==> src/bms_pkg.sv <==
// Shared types, constants and song tables for the button melody sequencer.
// No dependencies; every other file imports this package.
`timescale 1ns / 1ps
`default_nettype none

package bms_pkg;

    // Song and register defaults
    localparam int SONG_LENGTH_DEF = 14;
    localparam int CFG_W           = 10;
    localparam int CFG_IDX_W       = 2;
    localparam int NOTE_W          = 10;
    localparam int GAP_W           = 8;
    localparam int POS_W           = 4;
    localparam int TONE_W          = 16;

    localparam logic [NOTE_W-1:0] SHORT_RST = 10'd500;
    localparam logic [NOTE_W-1:0] LONG_RST  = 10'd1000;
    localparam logic [GAP_W-1:0]  GAP_RST   = 8'd10;

    // Register indexes on the configuration port
    localparam logic [CFG_IDX_W-1:0] REG_SHORT = 2'd0;
    localparam logic [CFG_IDX_W-1:0] REG_LONG  = 2'd1;
    localparam logic [CFG_IDX_W-1:0] REG_GAP   = 2'd2;

    // Tone compare values: 62500/f - 1, truncated
    localparam logic [TONE_W-1:0] TONE_C4 = 16'd237;
    localparam logic [TONE_W-1:0] TONE_D4 = 16'd211;
    localparam logic [TONE_W-1:0] TONE_E4 = 16'd188;
    localparam logic [TONE_W-1:0] TONE_F4 = 16'd177;
    localparam logic [TONE_W-1:0] TONE_G4 = 16'd158;
    localparam logic [TONE_W-1:0] TONE_A4 = 16'd141;

    typedef enum logic [2:0] {
        MODE_INIT     = 3'd0,
        MODE_OFF      = 3'd1,
        MODE_ARMED    = 3'd2,
        MODE_PLAYING  = 3'd3,
        MODE_FINISHED = 3'd4
    } mode_t;

    typedef struct packed {
        logic [NOTE_W-1:0] short_ticks;
        logic [NOTE_W-1:0] long_ticks;
        logic [GAP_W-1:0]  gap_ticks;
    } bms_cfg_t;

    typedef struct packed {
        mode_t             mode;
        logic [POS_W-1:0]  pos;
        logic [NOTE_W-1:0] note_timer;
        logic [GAP_W-1:0]  gap_timer;
    } bms_state_t;

    typedef struct packed {
        mode_t             mode;
        logic              sounding;
        logic [TONE_W-1:0] tone_period;
        logic [POS_W-1:0]  note_index;
    } bms_result_t;

    // Note pitch by song position; positions past the song are silent
    function automatic logic [TONE_W-1:0] note_tone(input logic [POS_W-1:0] idx);
        logic [TONE_W-1:0] t;
        case (idx)
            4'd0, 4'd1, 4'd13:       t = TONE_C4;
            4'd2, 4'd3, 4'd6:        t = TONE_G4;
            4'd4, 4'd5:              t = TONE_A4;
            4'd7, 4'd8:              t = TONE_F4;
            4'd9, 4'd10:             t = TONE_E4;
            4'd11, 4'd12:            t = TONE_D4;
            default:                 t = '0;
        endcase
        return t;
    endfunction

    function automatic logic note_is_long(input logic [POS_W-1:0] idx);
        return (idx == 4'd6) || (idx == 4'd13);
    endfunction

    function automatic logic note_is_real(input logic [POS_W-1:0] idx);
        return idx < 4'd14;
    endfunction

endpackage

`default_nettype wire

==> src/bms_step.sv <==
// One tick of the melody sequencer: next mode, counters and result item.
// Depends on bms_pkg for types and song tables.
`timescale 1ns / 1ps
`default_nettype none

module bms_step
    import bms_pkg::*;
#(
    parameter int SONG_LENGTH = SONG_LENGTH_DEF
)
(
    input  wire bms_state_t cur,
    input  wire bms_cfg_t   cfg,
    input  wire logic       button,
    output bms_state_t      nxt,
    output bms_result_t     res
);

    localparam logic [POS_W:0] SongLen = (POS_W + 1)'(SONG_LENGTH);

    mode_t             mode_next;
    logic              in_song;
    logic [NOTE_W-1:0] dur;
    logic              snd;
    logic [TONE_W-1:0] period;

    assign in_song = {1'b0, cur.pos} < SongLen;

    // Mode transition
    always_comb
    begin
        case (cur.mode)
            MODE_OFF:      mode_next = button ? MODE_ARMED : MODE_OFF;
            MODE_ARMED:    mode_next = button ? MODE_ARMED : MODE_PLAYING;
            MODE_PLAYING:  mode_next = in_song ? MODE_PLAYING
                                     : (button ? MODE_FINISHED : MODE_OFF);
            MODE_FINISHED: mode_next = button ? MODE_FINISHED : MODE_OFF;
            default:       mode_next = MODE_OFF;
        endcase
    end

    // Duration of the current note
    always_comb
    begin
        if (!note_is_real(cur.pos))
            dur = '0;
        else if (note_is_long(cur.pos))
            dur = cfg.long_ticks;
        else
            dur = cfg.short_ticks;
    end

    // Sound, then gap, then advance to the next note; clear position and timers when the mode goes off
    always_comb
    begin
        nxt      = cur;
        nxt.mode = mode_next;
        snd      = 1'b0;
        period   = '0;
        if (mode_next == MODE_OFF)
        begin
            nxt.pos        = '0;
            nxt.note_timer = '0;
            nxt.gap_timer  = '0;
        end
        else if (mode_next == MODE_PLAYING && in_song)
        begin
            if (cur.note_timer < dur)
            begin
                snd            = 1'b1;
                period         = note_tone(cur.pos);
                nxt.note_timer = cur.note_timer + 1'b1;
            end
            else if (cur.gap_timer < cfg.gap_ticks)
            begin
                nxt.gap_timer = cur.gap_timer + 1'b1;
            end
            else
            begin
                nxt.note_timer = '0;
                nxt.gap_timer  = '0;
                nxt.pos        = cur.pos + 1'b1;
            end
        end
    end

    assign res.mode        = nxt.mode;
    assign res.sounding    = snd;
    assign res.tone_period = period;
    assign res.note_index  = nxt.pos;

endmodule

`default_nettype wire

==> config.mk <==
export PLATFORM = sky130hd
export DESIGN_NAME = bms_step
export DESIGN_NICKNAME = d
export VERILOG_FILES = /design/src/bms_pkg.sv /design/src/bms_step.sv
export SDC_FILE = /design/constraint.sdc
export NUM_CORES = 1
export LEC_CHECK = 0
export ABC_AREA = 1
export BUFFER_PORTS_ARGS = -buffer_cell sky130_fd_sc_hd__clkbuf_2
export CAP_MARGIN = 30
export CELL_PAD_IN_SITES_DETAIL_PLACEMENT = 1
export CELL_PAD_IN_SITES_GLOBAL_PLACEMENT = 1
export CORE_MARGIN = 3
export CORE_UTILIZATION = 30
export DETAILED_ROUTE_END_ITERATION = 12
export PLACE_DENSITY_LB_ADDON = 0.25
export SETUP_SLACK_MARGIN = 0.4
export SYNTH_ARGS = -nofsm -noshare
export SYNTH_HDL_FRONTEND = slang
export SYNTH_SLANG_ARGS = --single-unit
==> constraint.sdc <==
create_clock -name vclk -period 3.5
set_input_delay 0.35 -clock vclk [all_inputs]
set_output_delay 0.35 -clock vclk [all_outputs]
set_load 0.01 [all_outputs]
; Yosys cells after proc, flatten, opt, wreduce, memory -nomap -nowiden
; Memory sizes are Yosys's and may differ from the RTL's.
; Cells that the tools add are included.
[totals]
out_inout_bits = 49
register_bits = 0
romBits = 128
mem_count = 1
[mem_list]
columns = name, words, width, rd, rd_ports_with_merged_regs, wr, line
row1 = (no name shown), 16, 8, 1, 0, 0, bms_pkg.sv:65  ; case (idx)
[op_classes]
n_lt_le_gt_ge = 4
n_eq_ne = 8
add_sub_neg = 3
mux = 20
reduce_logical = 2
[ops]
columns = operator, n
row1 = 16-bit two-way mux, 3
row2 = 22-bit two-way mux, 2
row3 = 10-bit two-way mux, 3
row4 = 8-bit two-way mux, 2
row5 = 14-bit two-way mux, 1
row6 = 3-bit case mux with 4 select lines, 1
row7 = 10-bit by 1-bit adder with 10-bit output (second input constant), 1
row8 = 10-bit less-than comparator, 1
row9 = 3-bit by 2-bit == test with 1-bit output (second input constant), 3
row10 = 8-bit by 1-bit adder with 8-bit output (second input constant), 1
row11 = 4-bit less-than comparator (second input constant), 2
row12 = 8-bit less-than comparator, 1
row13 = 3-bit by 1-bit == test with 1-bit output (second input constant), 2
row14 = 3-bit two-way mux, 2
row15 = 4-bit by 1-bit adder with 4-bit output (second input constant), 1
row16 = 4-bit by 3-bit == test with 1-bit output (second input constant), 1
row17 = 4-bit == test (second input constant), 1
row18 = 1-bit two-way mux, 4
row19 = 4-bit two-way mux, 1
row20 = 3-bit == test (second input constant), 1
row21 = 2-bit two-way mux, 1
row22 = 1-bit logical AND, 1
row23 = 1-bit logical OR, 1

; Logic depth before layout (Yosys ltp)
[logic_depth]
ltp_word = 8
ltp_mapped = 21

; Worst setup path after synthesis
; OpenSTA, ideal clock, no wires.
[synth_timing]
kind = input to output
start = input port cur[18] (netlist name)
end = output port res[1] (netlist name)
cell_stages = 21
setup_slack_ns = 0.367
arrival_ns = 2.783
t_required_ns = 3.150
cell_sequence = inv_1 -> ha_1 -> nand3_2 -> nand2_1 -> buf_2 -> clkinv_1 -> nor2_1 -> nor2_1 -> o21ai_0 -> ha_1 -> nand2_1 -> inv_1 -> o21ai_0 -> a21oi_1 -> nor2_4 -> nand2_4 -> buf_6 -> nand3_1 -> nand2_1 -> nor2_1 -> buf_4
[synth_rtl]
columns = item, line
row1 = start: declaration, bms_step.sv:12  ; input wire bms_state_t cur,
row2 = end: declaration, bms_step.sv:16  ; output bms_result_t res

==> metrics.log <==
[metrics] RSZ-0062 raised after global routing: yes
[metrics] delay of the slowest cell on the worst path: ~0.30 ns
[metrics] power density relative to cell area: 147.4 nW/um2
[metrics] overall via count from detail_route: 2570
[metrics] per-cell via count in the routed design: approximately 4.9
[metrics] top post-synthesis cells by count: sky130_fd_sc_hd__nand2_1, sky130_fd_sc_hd__nor2_1, sky130_fd_sc_hd__inv_1
[metrics] kind of start point of the critical path: primary input
[metrics] Cell Chain, Critical Path: buf_12 > inv_8 > ha_4 > nand3_4 > nand2_8 > inv_8 > nor2_2 > nor2_1 > o21ai_1 > ha_1 > nand2_1 > inv_1 > o21ai_2 > a21oi_2 > nor2_4 > nand3_4 > buf_12 > buf_4 > nand3_2 > a21oi_2 > clkbuf_2
[metrics] minimum clock period: between 3 and 4 ns
[metrics] fraction of the cycle the final worst path needs: 86.33%
[metrics] cell area after placement: about 2400 um2
[metrics] standard-cell rows: 28
[metrics] relative area change from synthesis to final layout: 45.50%
[metrics] buffer and inverter count on the worst path: 7
[metrics] Seq. cell area: 0 um2
[metrics] first-pass GRT wire length: approximately 11000 um
[metrics] cell type contributing the most total cell area after synthesis: sky130_fd_sc_hd__ha_1
[metrics] Worst Path Max Fanout: 8
[metrics] static leakage power: between 0.0015 and 0.002 uW
[metrics] final estimated routing congestion in global placement: between 0.8 and 0.9
[metrics] number of iterations in the first detailed-routing pass: 4
[metrics] Slew Viols, Final: 0
[metrics] Routed WL: about 7400 um
[metrics] Finish-stage setup viols: 0
[metrics] cells taking the most area after synthesis: sky130_fd_sc_hd__ha_1, sky130_fd_sc_hd__nand2_1, sky130_fd_sc_hd__nor2_1
[metrics] per-instance average area after synthesis: ~5.5 um2
[metrics] Worst Setup Path Type: primary input to output pin
[metrics] crit path max-delay cell type: sky130_fd_sc_hd__ha_1
[metrics] required time of the worst setup path: 3.15 ns
[metrics] path type of the worst min-delay path: primary input to output pin
[metrics] Setup crit end kind: output pin
[metrics] sequential area share after synthesis: 0%
[metrics] Synth cell types: 34
[metrics] FFs & Latches: 0
[metrics] Crit path max-delay family: simple AND/OR/NAND/NOR gates
[metrics] layout cells sized above 1: a little under two fifths
[metrics] Max Cap Violations: 0
[metrics] remaining global-route overflow: 0
[metrics] synthesis warning total: 0
[metrics] Yosys top cell area share: between 15 and 20%
[metrics] f_max: between 0.3 and 0.4 GHz
[metrics] initial antenna violation count: 0
[metrics] Layout Cell Area excl Fill: between 2000 and 3000 um2
[metrics] Post-route DRC: 0
[metrics] Final Hold Vio Count: 0
[metrics] count of antenna diodes in the layout: 0
[metrics] clock buffer count: 0
[metrics] post-synthesis instance total: ~350
[metrics] initial core utilization: around a third
[metrics] die boundary height: around 85 um
[metrics] number of global-route vias before repair: between 2000 and 2500
[metrics] Chip Width: ~85 um
[metrics] GR Util All Layers: between 15 and 20%
[metrics] maximum number of pins on one net before global-route repair: 18
[metrics] run status: complete, no violations
[metrics] Core Area: approximately 6000 um2
[metrics] number of nets in the layout: ~530
[metrics] Die ar.: about 7300 um2
[metrics] total I/O pin count: between 100 and 150
[metrics] largest vdd supply drop: approximately 59 uV
[metrics] Buffers on Ports: 95
[metrics] final standard cell utilization of the core: ~46%
[metrics] half-perimeter wire length after detailed placement: roughly 5600 um
[metrics] most repeated cell in the gate-level netlist after synthesis: sky130_fd_sc_hd__nand2_1
[metrics] Routed wire per std cell: about 14 um
[metrics] cell area after technology mapping: approximately 1900 um2
[metrics] power consumption: roughly 400 uW
[metrics] count of nets left with antenna violations after detail routing: 0
[metrics] violation count after the first detailed-routing iteration: 75
[metrics] Fin Setup TNS: 0 ns
[metrics] critical path data arrival time: between 2 and 3 ns
## routing by layer
metal  routed length (um)  GRT usage (%)  up-vias
met5                    0              0        -
met4                   21         0.5755        0
met3                  200         0.3883        2
met2                 3846          33.05       46
met1                 3305          22.21     1215
li1                     -              -     1307
## final timing paths
| path | from | to | slack [ns] | cells after the start |
|---|---|---|---|---|
| min | cur[6] | nxt[6] | 1.05 | 4 |
| max | cur[19] | nxt[13] | 0.48 | 21 |
## metrics by stage
| stage | setup WS [ns] | hold WS (ns) | cells |
|---|---|---|---|
| global route | 0.3176 | 1.087 | 524 |
| floorplan | 0.4117 | 0.8028 | 352 |
| finish | 0.4784 | 1.047 | 524 |
| CTS | 0.3767 | 1.054 | 510 |
| global placement | 0.1948 | 1.054 | 505 |
| detailed placement | 0.1083 | 1.052 | 505 |
## where the power goes
part / internal, uW / leakage, uW / total (uW) / switching, uW
registers: 0 / 0 / 0 / 0
logic: 165 / 0.00160 / 405 / 240
clock network: 0 / 0 / 0 / 0
## kinds of logic after synthesis
kind of cell,Yosys count,share of synthesized area (%)
adders and majority gates,24,15.89
and+or+nand+nor,186,45.56
xor gates and xnor gates,5,2.318
AOI/OAI and AO/OA,50,15.56
buffers and inverters,79,20.46
other,1,0.1985
## layout by cell type (no fill, tap or decap), drive strengths merged
master and n:
clkbuf 87, nand2 76, nor2 60, inv 54, nand3 33, buf 33
ha 24, a21oi 23, o21ai 19, nand4 11, conb 8, xor2 5
nor3 4, clkinvlp 2, o311ai 2, o211ai 2, o32a 1, and2 1
o2111ai 1, a211oi 1, o21bai 1, nor3b 1
## repair_timing
action,CTS,global route
hold buffers,0,0
buffers inserted,4,10
endpoints found under the hold margin,0,0
resized for setup,18,58
pin swaps,5,21
cloned,1,4
endpoints found under the setup margin,35,35
## final cells by class
| class | count | area, um2 |
|---|---|---|
| timing repair inverter | 2 | 13.76 |
| multi-input combinational | 273 | 1669 |
| inverter | 54 | 226.5 |
| tap | 75 | 93.84 |
| fill | 887 | 3277 |
| timing repair buffer | 120 | 745.7 |
(Power assumes the default switching activity.)
