File: src/bms_pkg.sv
// Shared types, constants and song tables for the button melody sequencer.
// No dependencies; every other file imports this package.
`timescale 1ns / 1ps
`default_nettype none

package bms_pkg;

    // Song and register defaults
    localparam int SONG_LENGTH_DEF = 14;
    localparam int CFG_W           = 10;
    localparam int CFG_IDX_W       = 2;
    localparam int NOTE_W          = 10;
    localparam int GAP_W           = 8;
    localparam int POS_W           = 4;
    localparam int TONE_W          = 16;

    localparam logic [NOTE_W-1:0] SHORT_RST = 10'd500;
    localparam logic [NOTE_W-1:0] LONG_RST  = 10'd1000;
    localparam logic [GAP_W-1:0]  GAP_RST   = 8'd10;

    // Register indexes on the configuration port
    localparam logic [CFG_IDX_W-1:0] REG_SHORT = 2'd0;
    localparam logic [CFG_IDX_W-1:0] REG_LONG  = 2'd1;
    localparam logic [CFG_IDX_W-1:0] REG_GAP   = 2'd2;

    // Tone compare values: 62500/f - 1, truncated
    localparam logic [TONE_W-1:0] TONE_C4 = 16'd237;
    localparam logic [TONE_W-1:0] TONE_D4 = 16'd211;
    localparam logic [TONE_W-1:0] TONE_E4 = 16'd188;
    localparam logic [TONE_W-1:0] TONE_F4 = 16'd177;
    localparam logic [TONE_W-1:0] TONE_G4 = 16'd158;
    localparam logic [TONE_W-1:0] TONE_A4 = 16'd141;

    typedef enum logic [2:0] {
        MODE_INIT     = 3'd0,
        MODE_OFF      = 3'd1,
        MODE_ARMED    = 3'd2,
        MODE_PLAYING  = 3'd3,
        MODE_FINISHED = 3'd4
    } mode_t;

    typedef struct packed {
        logic [NOTE_W-1:0] short_ticks;
        logic [NOTE_W-1:0] long_ticks;
        logic [GAP_W-1:0]  gap_ticks;
    } bms_cfg_t;

    typedef struct packed {
        mode_t             mode;
        logic [POS_W-1:0]  pos;
        logic [NOTE_W-1:0] note_timer;
        logic [GAP_W-1:0]  gap_timer;
    } bms_state_t;

    typedef struct packed {
        mode_t             mode;
        logic              sounding;
        logic [TONE_W-1:0] tone_period;
        logic [POS_W-1:0]  note_index;
    } bms_result_t;

    // Note pitch by song position; positions past the song are silent
    function automatic logic [TONE_W-1:0] note_tone(input logic [POS_W-1:0] idx);
        logic [TONE_W-1:0] t;
        case (idx)
            4'd0, 4'd1, 4'd13:       t = TONE_C4;
            4'd2, 4'd3, 4'd6:        t = TONE_G4;
            4'd4, 4'd5:              t = TONE_A4;
            4'd7, 4'd8:              t = TONE_F4;
            4'd9, 4'd10:             t = TONE_E4;
            4'd11, 4'd12:            t = TONE_D4;
            default:                 t = '0;
        endcase
        return t;
    endfunction

    function automatic logic note_is_long(input logic [POS_W-1:0] idx);
        return (idx == 4'd6) || (idx == 4'd13);
    endfunction

    function automatic logic note_is_real(input logic [POS_W-1:0] idx);
        return idx < 4'd14;
    endfunction

endpackage

`default_nettype wire

File: src/bms_cfg_regs.sv
// Configuration register file: note durations and gap length.
// Depends on bms_pkg for widths, reset values and register indexes.
`timescale 1ns / 1ps
`default_nettype none

module bms_cfg_regs
    import bms_pkg::*;
(
    input  wire logic                 clk,
    input  wire logic                 rst_n,
    input  wire logic                 cfg_we,
    input  wire logic [CFG_IDX_W-1:0] cfg_index,
    input  wire logic [CFG_W-1:0]     cfg_data,
    output bms_cfg_t                  cfg
);

    bms_cfg_t cfg_reg;

    // Write the addressed register; unknown indexes are dropped
    always_ff @(posedge clk or negedge rst_n)
    begin
        if (!rst_n)
        begin
            cfg_reg.short_ticks <= SHORT_RST;
            cfg_reg.long_ticks  <= LONG_RST;
            cfg_reg.gap_ticks   <= GAP_RST;
        end
        else if (cfg_we)
        begin
            case (cfg_index)
                REG_SHORT: cfg_reg.short_ticks <= cfg_data;
                REG_LONG:  cfg_reg.long_ticks  <= cfg_data;
                REG_GAP:   cfg_reg.gap_ticks   <= cfg_data[GAP_W-1:0];
                default:   ;
            endcase
        end
    end

    assign cfg = cfg_reg;

endmodule

`default_nettype wire

File: config.mk
export PLATFORM = sky130hd
export DESIGN_NAME = bms_cfg_regs
export DESIGN_NICKNAME = d
export VERILOG_FILES = /design/src/bms_pkg.sv /design/src/bms_cfg_regs.sv
export SDC_FILE = /design/constraint.sdc
export NUM_CORES = 1
export LEC_CHECK = 0
export BUFFER_PORTS_ARGS = -buffer_cell sky130_fd_sc_hd__buf_4
export CORE_MARGIN = 2
export CORE_UTILIZATION = 42
export CTS_BUF_LIST = sky130_fd_sc_hd__clkbuf_16
export CTS_CLUSTER_SIZE = 20
export DETAILED_ROUTE_END_ITERATION = 16
export GPL_TIMING_DRIVEN = 0
export PLACE_DENSITY = 0.73
export REMOVE_ABC_BUFFERS = 1
export SETUP_SLACK_MARGIN = 0.2
export SLEW_MARGIN = 20
export SYNTH_ARGS = -nofsm -noshare
export SYNTH_HDL_FRONTEND = slang
export SYNTH_SLANG_ARGS = --single-unit
File: constraint.sdc
create_clock -name clk -period 0.8 [get_ports clk]
set_input_delay 0 -clock clk [delete_from_list [all_inputs] [get_ports clk]]
set_output_delay 0 -clock clk [all_outputs]
set_load 0.01 [all_outputs]
; Word level (Yosys, flattened, before mapping)
; Cells that the tools add are included.
[classes]
n_eq_ne = 2
reduce_logical = 4
[op_table]
columns = op, n
row1 = $reduce_and 2->1, 3
row2 = $eq 2x1->1 const B, 1
row3 = $eq 2x2->1 const B, 1
row4 = $logic_not 2->1, 1
[totals]
reg_bits = 28
input_bits = 15
out_inout_bits = 28

; Depth between registers and ports, before layout
; Gate-level depths: netlist (run 1).
[logic_depth]
word_depth = 2
ltp_mapped = 3
ltp_nobuf = 2

; Least setup slack after synthesis (run 1)
; OpenSTA, ideal clock, no wires.
[synth_timing]
path_kind = input port to flip-flop
startpoint = input cfg_index[1]
endpoint = register cfg_reg, in the netlist cfg[18]
setup_time_ps = 125
t_arrival_ps = 649
required_time_ps = 675
slack_ps = 26
cell_stages = 3
path_buffers = 1
cell_sequence = nor3b_2 -> buf_6 -> mux2_2
[synth_between]
elab_chain_cells = 2
[synth_lines]
columns = element, line_no
row1 = "start, declared", bms_cfg_regs.sv:12  ; input wire logic [CFG_IDX_W-1:0] cfg_index,
row2 = $logic_not 2->1, bms_cfg_regs.sv:30  ; case (cfg_index)
row3 = $reduce_and 2->1 (no line), -
row4 = "end, declared", bms_cfg_regs.sv:17  ; bms_cfg_t cfg_reg;
; No other way between the ends.
; A chain may end at the register's enable or synchronous reset.

; Final worst setup path (run 1)
[layout_timing]
startpoint = register cfg_reg, in the netlist cfg[11]
endpoint = output cfg[11] (netlist name)
[layout_rtl]
columns = element, line_no
row1 = "end, declared", bms_cfg_regs.sv:14  ; output bms_cfg_t cfg
; No word-level cell between the ends.

==> impl_metrics.tcl, run 1 <==
set metrics [dict create \
    final_slew_viol_count 0 \
    place_congestion 0.627 \
    final_period_minus_worst_setup_slack_ps 900 \
    end_kind "output port" \
    insertion_delay_ps 250 \
    avgRoutedWirePerCell_microns 16.4 \
    synthArstFlopShare_pct 100 \
    postLayoutSetupSlackWorst_ps -100 \
    clkTransAtPathRegs_ps 70 \
    worstSetupPathType "flip-flop to output port" \
    cts_buffers 3 \
    synth_seq_cells 28 \
    seq_area_frac_synth_pct 66.1 \
    cp_top_family "flip-flops" \
    cts.hold.buffers_added 1 \
    antenna_left 0 \
    number_of_endpoints_failing_setup_at_the_final_stage 14 \
    timing.final.hold_violations 14 \
    endpoint_of_the_most_critical_setup_path "cfg[11]" \
    power-per-cell-area_mw_per_mm2 2510 \
    startpoint "cfg[11]" \
    stdcell_area_sq_mm 0.00175 \
    crit_required_ps 800 \
    max_cap_violations 0 \
    yosys.cell_count.top_type "mux2_2" \
    antenna-diode-count 0 \
    post-synth-top-area-cell "dfstp_2" \
    largest_reg_flops 28 \
    holdCritPathClass "input pin to flip-flop" \
    final_worst_clock_skew_ps 0 \
    grt_setup_unrepaired "yes" \
    critical_path.cell_chain "buf_6" \
    place.detailed.hpwl_microns 1380 \
    synth_cell_types 7 \
    crit_path_max_incr_delay_ps 550 \
    whs_ps -17.8 \
    fin_nets 125 \
    number_of_global_route_vias_before_repair 730 \
    synth_cells 61 \
    dpl_cell_area_sq_mm 0.00142 \
    wl_microns 2280 \
    synth_top_area_share_pct 33.8 \
    design.portCount 43 \
    drt_first_pass_iters 2 \
    r2r_end "cfg[18]" \
    arrival_ps 900 \
    status "finished, violations left" \
    n_fill_cell 172 \
    placedCellCount 131 \
    cpMaxStageDelayCell "dfstp_2" \
    p_leak_nw 0.862 \
    cts.root.buffer_cell "clkbuf_16" \
    cts_tree "yes" \
    ir_worst_vdd_uv 1730 \
    synth_edf_count 0 \
    number_of_sinks_driven_by_the_clock_tree 28 \
    grt_util_all_layers_pct 16.5 \
    grt_overflow 0 \
    dr.first_iter.drc_count 6 \
    htreeDepth 1 \
    r2r-start "cfg[18]" \
    layout-drive-gt1-share_pct 84.4 \
    post_placement_setup_slack_ps -605 \
    slew_headroom_pct 77.3 \
    die-height_microns 54.9 \
    start_util_pct 44.3 \
    ys_dominant_reg_cell "dfstp_2" \
    final-instance-count-excl-fill 139 \
    place.port_buffers 42 \
    reg2reg_setup_slack_ps 10 \
    cp.buffers_inverters 1 \
    vias 684 \
    maximum_number_of_pins_on_one_net_before_global_route_repair 29 \
    antenna_violations_before_repair 0 \
    critical_path_peak_fanout 2 \
    synthesis.area_sq_mm 0.00109 \
    number_of_vias_per_cell_after_detailed_routing 4.92 \
    synth.cells.most_frequent "mux2_2 (28), dfrtp_1 (14), dfstp_2 (14), buf_6 (2)" \
    synthToLayoutAreaGrowth_pct 60.6 \
    cts-root-to-sink-buffers 2 \
    power_mw 4.39 \
    post_synth_main_area_contributors "dfstp_2 (34%), dfrtp_1 (32%), mux2_2 (29%), buf_6 (2.1%), nor3b_2 (1.2%)" \
    failed_checks "negative hold slack, negative setup slack" \
    worst_pin_slew_ps 341 \
    r2r.worst_path.cells 1 \
    coreArea_sq_mm 0.00245 \
    critical_path_depth 1 \
    drc 0 \
    ys.warnings.count 0 \
    grt_pass1_wl_microns 3460 \
    max_clk_rate_ghz 1.11 \
    syn_area_per_cell_sq_um 17.8 \
    final_core_utilization_pct 71.2 \
    setup-tns-final_ps -1290 \
    fp.dieArea_sq_mm 0.00301 \
    fp.dieW_microns 54.9 \
    num_rows 18 \
    cp-start-kind "flip-flop" \
    post_route_fraction_of_the_period_consumed_by_the_critical_path_pct 113 \
]
-- routing by layer --
layer | vias up | share of wire [%] | global-route usage, %
met4 | 0 | 0.44 | 5.00
met1 | 349 | 43 | 22.5
met3 | 2 | 5.2 | 3.28
met2 | 22 | 51 | 26.6
met5 | - | 0 | 0
li1 | 311 | - | -
-- final cells by class --
cell class                      count  area [sq um]  share of cell area (%)
Clock buffer                        3          75.1                    4.30
Clock inverter                      1          3.75                   0.215
Multi-Input combinational cell     31           459                    26.3
Sequential cell                    28           718                    41.1
Tap cell                           30          37.5                    2.15
Timing Repair Buffer               46           453                    25.9
-- report_power, final --
part / switching, mW / total (mW) / internal [mW]
sequential: 0.204 / 1.99 / 1.79
combinational: 0.408 / 1.30 / 0.895
clock: 0.428 / 1.10 / 0.668
-- how the worst min path moves through the flow --
stage	start	endpoint	slack (ps)	cells past startpoint
final	cfg_data[8]	cfg[26]	-20	2
after global routing	cfg_data[8]	cfg[26]	-20	2
after CTS	cfg_data[8]	cfg[16]	-20	2
after detailed placement	rst_n	cfg[27]	-70	1
after global placement	rst_n	cfg[27]	-70	1
after floorplan	rst_n	cfg[0]	-300	0
-- logic make-up (layout without fill, tap and decap cells) --
kind of cell	count (synthesis)	in the layout	synth area share [%]
AND/OR/NAND/NOR	3	3	2.88
buffers and inverters	2	50	2.07
multiplexers	28	28	29.0
flip-flops	28	28	66.1
-- layout by cell type, fill, tap and decap left out, types with 2 or more instances in the layout --
cell type	instances
buf_6	28
mux2_4	26
buf_4	17
dfrtp_1	14
dfstp_2	14
clkbuf_16	3
mux2_2	2
-- what timing repair did --
item	in CTS	in global routing
gates resized for setup	50	6
setup endpoints to repair	56	56
gates cloned	0	0
pin swaps	1	0
setup buffers	3	0
hold endpoints to repair	52	17
No activity file was read; power rests on OpenSTA's default activity.
==> run 2: changes to the inputs <==
- GPL_TIMING_DRIVEN: 0 -> unset
- SKIP_CTS_REPAIR_TIMING: unset -> 1
==> run 2 against run 1 <==
Net effect: largest power group unchanged; the flow still finishes with violations (negative hold slack, negative setup slack); sequential power about the same; total power down 0.32%; non-clock buffer count up 2; wire length up 6.1%; sequential cell count unchanged; combinational power about the same; worst setup slack worse by 9.9 ps; core utilization down 0.71 points; clock power about the same.
==> impl_metrics.tcl, run 2 (synthesized netlist as in run 1, its figures left out) <==
set metrics [dict create \
    pwr-share-comb_pct 28.9 \
    placedCellCount 136 \
    status "finished, violations left" \
    r2r-start "cfg[18]" \
    insertion_delay_ps 250 \
    htreeDepth 1 \
    r2r_end "cfg[18]" \
    place.port_buffers 42 \
    num_rows 18 \
    mostFrequentLayoutCells "buf_6 (28), mux2_4 (19), buf_4 (19)" \
    ir_worst_vdd_uv 1670 \
    critical_path_depth 1 \
    fin_nets 127 \
    crit_required_ps 800 \
    place.detailed.hpwl_microns 1530 \
    grt_util_all_layers_pct 15.3 \
    critical_path.cell_chain "buf_6" \
    p_leak_nw 0.840 \
    cellInternalPower_mw 3.32 \
    sw_frac_of_total_pct 24.2 \
    power_mw 4.38 \
    number_of_sinks_driven_by_the_clock_tree 28 \
    cp.buffers_inverters 1 \
    cts_buffers 3 \
    antenna_violations_before_repair 0 \
    final_period_minus_worst_setup_slack_ps 910 \
    cts_tree "yes" \
    number_of_vias_per_cell_after_detailed_routing 4.99 \
    largest_reg_flops 28 \
    max_cap_violations 0 \
    cpMaxStageDelayCell "dfstp_2" \
    fp.dieArea_sq_mm 0.00301 \
    grt_pass1_wl_microns 3110 \
    synthToLayoutAreaGrowth_pct 59.0 \
    grt_setup_unrepaired "yes" \
    clock_power_share_pct 25.4 \
    crit_path_max_incr_delay_ps 550 \
    coreArea_sq_mm 0.00245 \
    n_fill_cell 169 \
    cp_top_family "flip-flops" \
    drc 0 \
    cts-root-to-sink-buffers 2 \
    r2r.worst_path.cells 1 \
    die-height_microns 54.9 \
    end_kind "output port" \
    critical_path_peak_fanout 2 \
    wl_microns 2420 \
    number_of_endpoints_failing_setup_at_the_final_stage 14 \
    drt_first_pass_iters 3 \
    design.portCount 43 \
    post_route_fraction_of_the_period_consumed_by_the_critical_path_pct 114 \
    cp-start-kind "flip-flop" \
    post_placement_setup_slack_ps -193 \
    layout-drive-gt1-share_pct 84.7 \
    worstSetupPathType "flip-flop to output port" \
    startpoint "cfg[20]" \
    reg2reg_setup_slack_ps 0 \
    grt_overflow 0 \
    cts.root.buffer_cell "clkbuf_16" \
    final_slew_viol_count 0 \
    clkTransAtPathRegs_ps 70 \
    maximum_number_of_pins_on_one_net_before_global_route_repair 29 \
    whs_ps -12.3 \
    endpoint_of_the_most_critical_setup_path "cfg[20]" \
    final_core_utilization_pct 70.4 \
    most_common_cell_after_layout_fill_and_taps_aside "buf_6" \
    antenna-diode-count 0 \
    failed_checks "negative hold slack, negative setup slack" \
    arrival_ps 910 \
    timing.final.hold_violations 13 \
    number_of_global_route_vias_before_repair 660 \
    final_worst_clock_skew_ps 0 \
    slew_headroom_pct 76.9 \
    place_congestion 0.622 \
    dr.first_iter.drc_count 5 \
    final-instance-count-excl-fill 141 \
    postLayoutSetupSlackWorst_ps -110 \
    max_clk_rate_ghz 1.10 \
    power.sequential.fraction_pct 45.7 \
    start_util_pct 44.3 \
    fp.dieW_microns 54.9 \
    power-per-cell-area_mw_per_mm2 2530 \
    avgRoutedWirePerCell_microns 17.2 \
    vias 704 \
    worst_pin_slew_ps 347 \
    holdCritPathClass "input pin to flip-flop" \
    antenna_left 0 \
    total_net_switching_power_mw 1.06 \
]
==> run 2: changes by cell type in the layout (fill, tap and decap cells not counted), sizes merged <==
cell / previous run / this run
clkinv: 1 / 0
buf: 45 / 47
inv: 0 / 1
==> run 2: stage by stage <==
stage               TNS [ps]  instance area, sq um
floorplan              -1810                  1060
CTS                    -1450                  1530
global route           -1750                  1730
finish                 -1330                  1730
global placement       -2780                  1460
detailed placement     -3350                  1460
==> run 2: power groups by stage <==
| stage | clock [mW] | sequential, mW | combinational [mW] |
|---|---|---|---|
| final | 1.11 | 2.00 | 1.27 |
| after floorplan | 0 | 2.07 | 0.273 |
| after global routing | 1.19 | 2.02 | 1.35 |
| after global placement | 0 | 1.94 | 0.961 |
| after detailed placement | 0 | 1.95 | 0.983 |
| after CTS | 1.13 | 1.93 | 0.986 |
==> run 2: cell type report <==
type | count | area, sq um | area share (%)
well taps | 30 | 37.5 | 2.17
clock buffers | 3 | 75.1 | 4.34
repair buffers | 48 | 468 | 27.1
multi-input cells | 31 | 427 | 24.7
clock inverters | 1 | 3.75 | 0.217
flip-flops and latches | 28 | 718 | 41.5
==> run 2: worst min-delay path by stage <==
stage                      from  endpoint  depth (start not counted)  slack (ps)
floorplan                 rst_n    cfg[0]                          0        -300
global placement          rst_n    cfg[0]                          1         -70
detailed placement        rst_n    cfg[0]                          1         -70
CTS                       rst_n    cfg[0]                          1        -340
global route        cfg_data[9]   cfg[17]                          2         -20
finish              cfg_data[8]   cfg[16]                          2         -10
==> run 2: layer usage <==
metal	vias up	part of all wire (%)	wire (microns)	global-route usage (%)
met5	-	0	0	0
met4	0	0.41	10	6.25
li1	317	-	-	-
met3	2	5.2	127	3.83
met2	22	49	1190	22.0
met1	363	45	1100	21.9
==> run 3: changes to the inputs <==
- CORE_UTILIZATION: 42 -> 46
- PLACE_DENSITY: 0.73 -> 0.76
- SKIP_LAST_GASP: unset -> 1
- TNS_END_PERCENT: unset -> 100
- clock period: 0.8 -> 0.95 ns (I/O delays scaled with it)
==> run 3 against run 2 <==
Net effect: the run ends with negative hold slack left; global-route usage rose by 1.8 points; clock-buffer cell count is the same; critical path depth unchanged; sequential power shrank 17%; non-clock buffer count increased by 2; first-iteration DRC count fell by 80%; core utilization is 6.3 points higher; total power decreased by 16%; combinational power shrank 18%; sequential cell count unchanged; largest power group unchanged.
==> impl_metrics.tcl, run 3 (synthesized netlist as in run 1, its figures left out) <==
set metrics [dict create \
    wl_microns 2370 \
    num_rows 17 \
    crit_required_ps 950 \
    final_worst_clock_skew_ps 0 \
    reg2reg_setup_slack_ps 140 \
    die-height_microns 52.6 \
    total_net_switching_power_uw 894 \
    cpMaxStageDelayCell "dfstp_2" \
    place.port_buffers 42 \
    number_of_endpoints_failing_setup_at_the_final_stage 0 \
    status "finished, violations left" \
    timing.final.hold_violations 19 \
    slew_headroom_pct 76.9 \
    start_util_pct 48.7 \
    cts_tree "yes" \
    worst_hold_startpoint "cfg_data[0]" \
    p_leak_nw 0.807 \
    cts_buffers 3 \
    cts-root-to-sink-buffers 2 \
    grt_setup_unrepaired "yes" \
    failed_checks "negative hold slack" \
    antenna-diode-count 0 \
    r2r_end "cfg[25]" \
    max_clk_rate_ghz 1.10 \
    dr.first_iter.drc_count 1 \
    clkTransAtPathRegs_ps 70 \
    design.portCount 43 \
    max_cap_violations 0 \
    holdCritPathClass "input pin to flip-flop" \
    cp_top_family "flip-flops" \
    htreeDepth 1 \
    setup-tns-final_ps 0 \
    antenna_left 0 \
    critical_path_depth 1 \
    clock_power_share_pct 25.9 \
    n_fill_cell 142 \
    final_period_minus_worst_setup_slack_ps 911 \
    grt_util_all_layers_pct 17.1 \
    largest_reg_flops 28 \
    post_placement_setup_slack_ps -62.8 \
    crit_path_max_incr_delay_ps 550 \
    ir_worst_vdd_uv 2260 \
    power.sequential.fraction_pct 45.7 \
    dpl_cell_area_sq_mm 0.00145 \
    mostFrequentLayoutCells "buf_6 (28), buf_4 (19), mux2_2 (18)" \
    postLayoutSetupSlackWorst_ps 39.3 \
    antenna_violations_before_repair 0 \
    sw_frac_of_total_pct 24.4 \
    coreArea_sq_mm 0.00223 \
    cp-start-kind "flip-flop" \
    cp.buffers_inverters 1 \
    fin_nets 129 \
    end_kind "output port" \
    synthToLayoutAreaGrowth_pct 57.5 \
    number_of_sinks_driven_by_the_clock_tree 28 \
    worst_pin_slew_ps 346 \
    number_of_global_route_vias_before_repair 696 \
    vias 694 \
    critical_path.cell_chain "buf_6" \
    arrival_ps 910 \
    startpoint "cfg[23]" \
    post_route_fraction_of_the_period_consumed_by_the_critical_path_pct 95.9 \
    insertion_delay_ps 260 \
    endpoint_of_the_most_critical_setup_path "cfg[23]" \
    cts.root.buffer_cell "clkbuf_16" \
    layout-drive-gt1-share_pct 83.2 \
    pwr-share-comb_pct 28.3 \
    fp.dieW_microns 52.6 \
    critical_path_peak_fanout 2 \
    worstSetupPathType "flip-flop to output port" \
    whs_ps -10.9 \
    final_slew_viol_count 0 \
    place.detailed.hpwl_microns 1590 \
    grt_pass1_wl_microns 3310 \
    drc 0 \
    avgRoutedWirePerCell_microns 16.8 \
    r2r.worst_path.cells 2 \
    cellInternalPower_mw 2.76 \
    r2r-start "cfg[25]" \
    min_path_cells 2 \
    stdcell_area_sq_mm 0.00171 \
    maximum_number_of_pins_on_one_net_before_global_route_repair 29 \
    drt_first_pass_iters 5 \
    number_of_vias_per_cell_after_detailed_routing 4.92 \
    fp.dieArea_sq_mm 0.00277 \
    most_common_cell_after_layout_fill_and_taps_aside "buf_6" \
    place_congestion 0.626 \
    grt_overflow 0 \
    power-per-cell-area_mw_per_mm2 2140 \
]
## run 3: worst min-delay path by stage
stage	endpoint	slack, ps
2_1_floorplan	cfg[0]	-300
3_3_place_gp	cfg[12]	-70
3_5_place_dp	cfg[2]	-70
4_1_cts	cfg[0]	-340
5_1_grt	cfg[6]	-10
6_report	cfg[0]	-10
## run 3: routing by layer
layer	GRT usage [%]	up-vias	share of wire, %	wire length [microns]
met5	0	-	0	0
met1	20.5	359	40	952
met2	30.2	17	55	1310
met4	5.13	0	0.59	14
li1	-	316	-	-
met3	4.00	2	4.1	98
## run 3: area by class of cell
class	instances	area [sq um]	share of cell area (%)
clock buffers	3	75.1	4.38
clock inverters	1	3.75	0.219
multi-input cells	31	393	22.9
flip-flops and latches	28	718	41.9
well taps	28	35.0	2.05
repair buffers	50	488	28.5
## run 3: power by group through the flow
| stage | Sequential, mW | Combinational (mW) | Clock (mW) |
|---|---|---|---|
| 2_1_floorplan | 1.74 | 0.230 | 0 |
| 3_3_place_gp | 1.63 | 0.808 | 0 |
| 3_5_place_dp | 1.64 | 0.830 | 0 |
| 4_1_cts | 1.62 | 0.831 | 0.960 |
| 5_1_grt | 1.70 | 1.10 | 1.01 |
| 6_report | 1.67 | 1.04 | 0.948 |
## run 3: per-stage QoR
stage	power, mW	utilization [%]	instances
floorplan	1.97	-	59
global placement	2.44	64.7	133
detailed placement	2.47	64.7	133
CTS	3.41	68.2	137
global route	3.81	76.7	141
finish	3.66	76.7	141
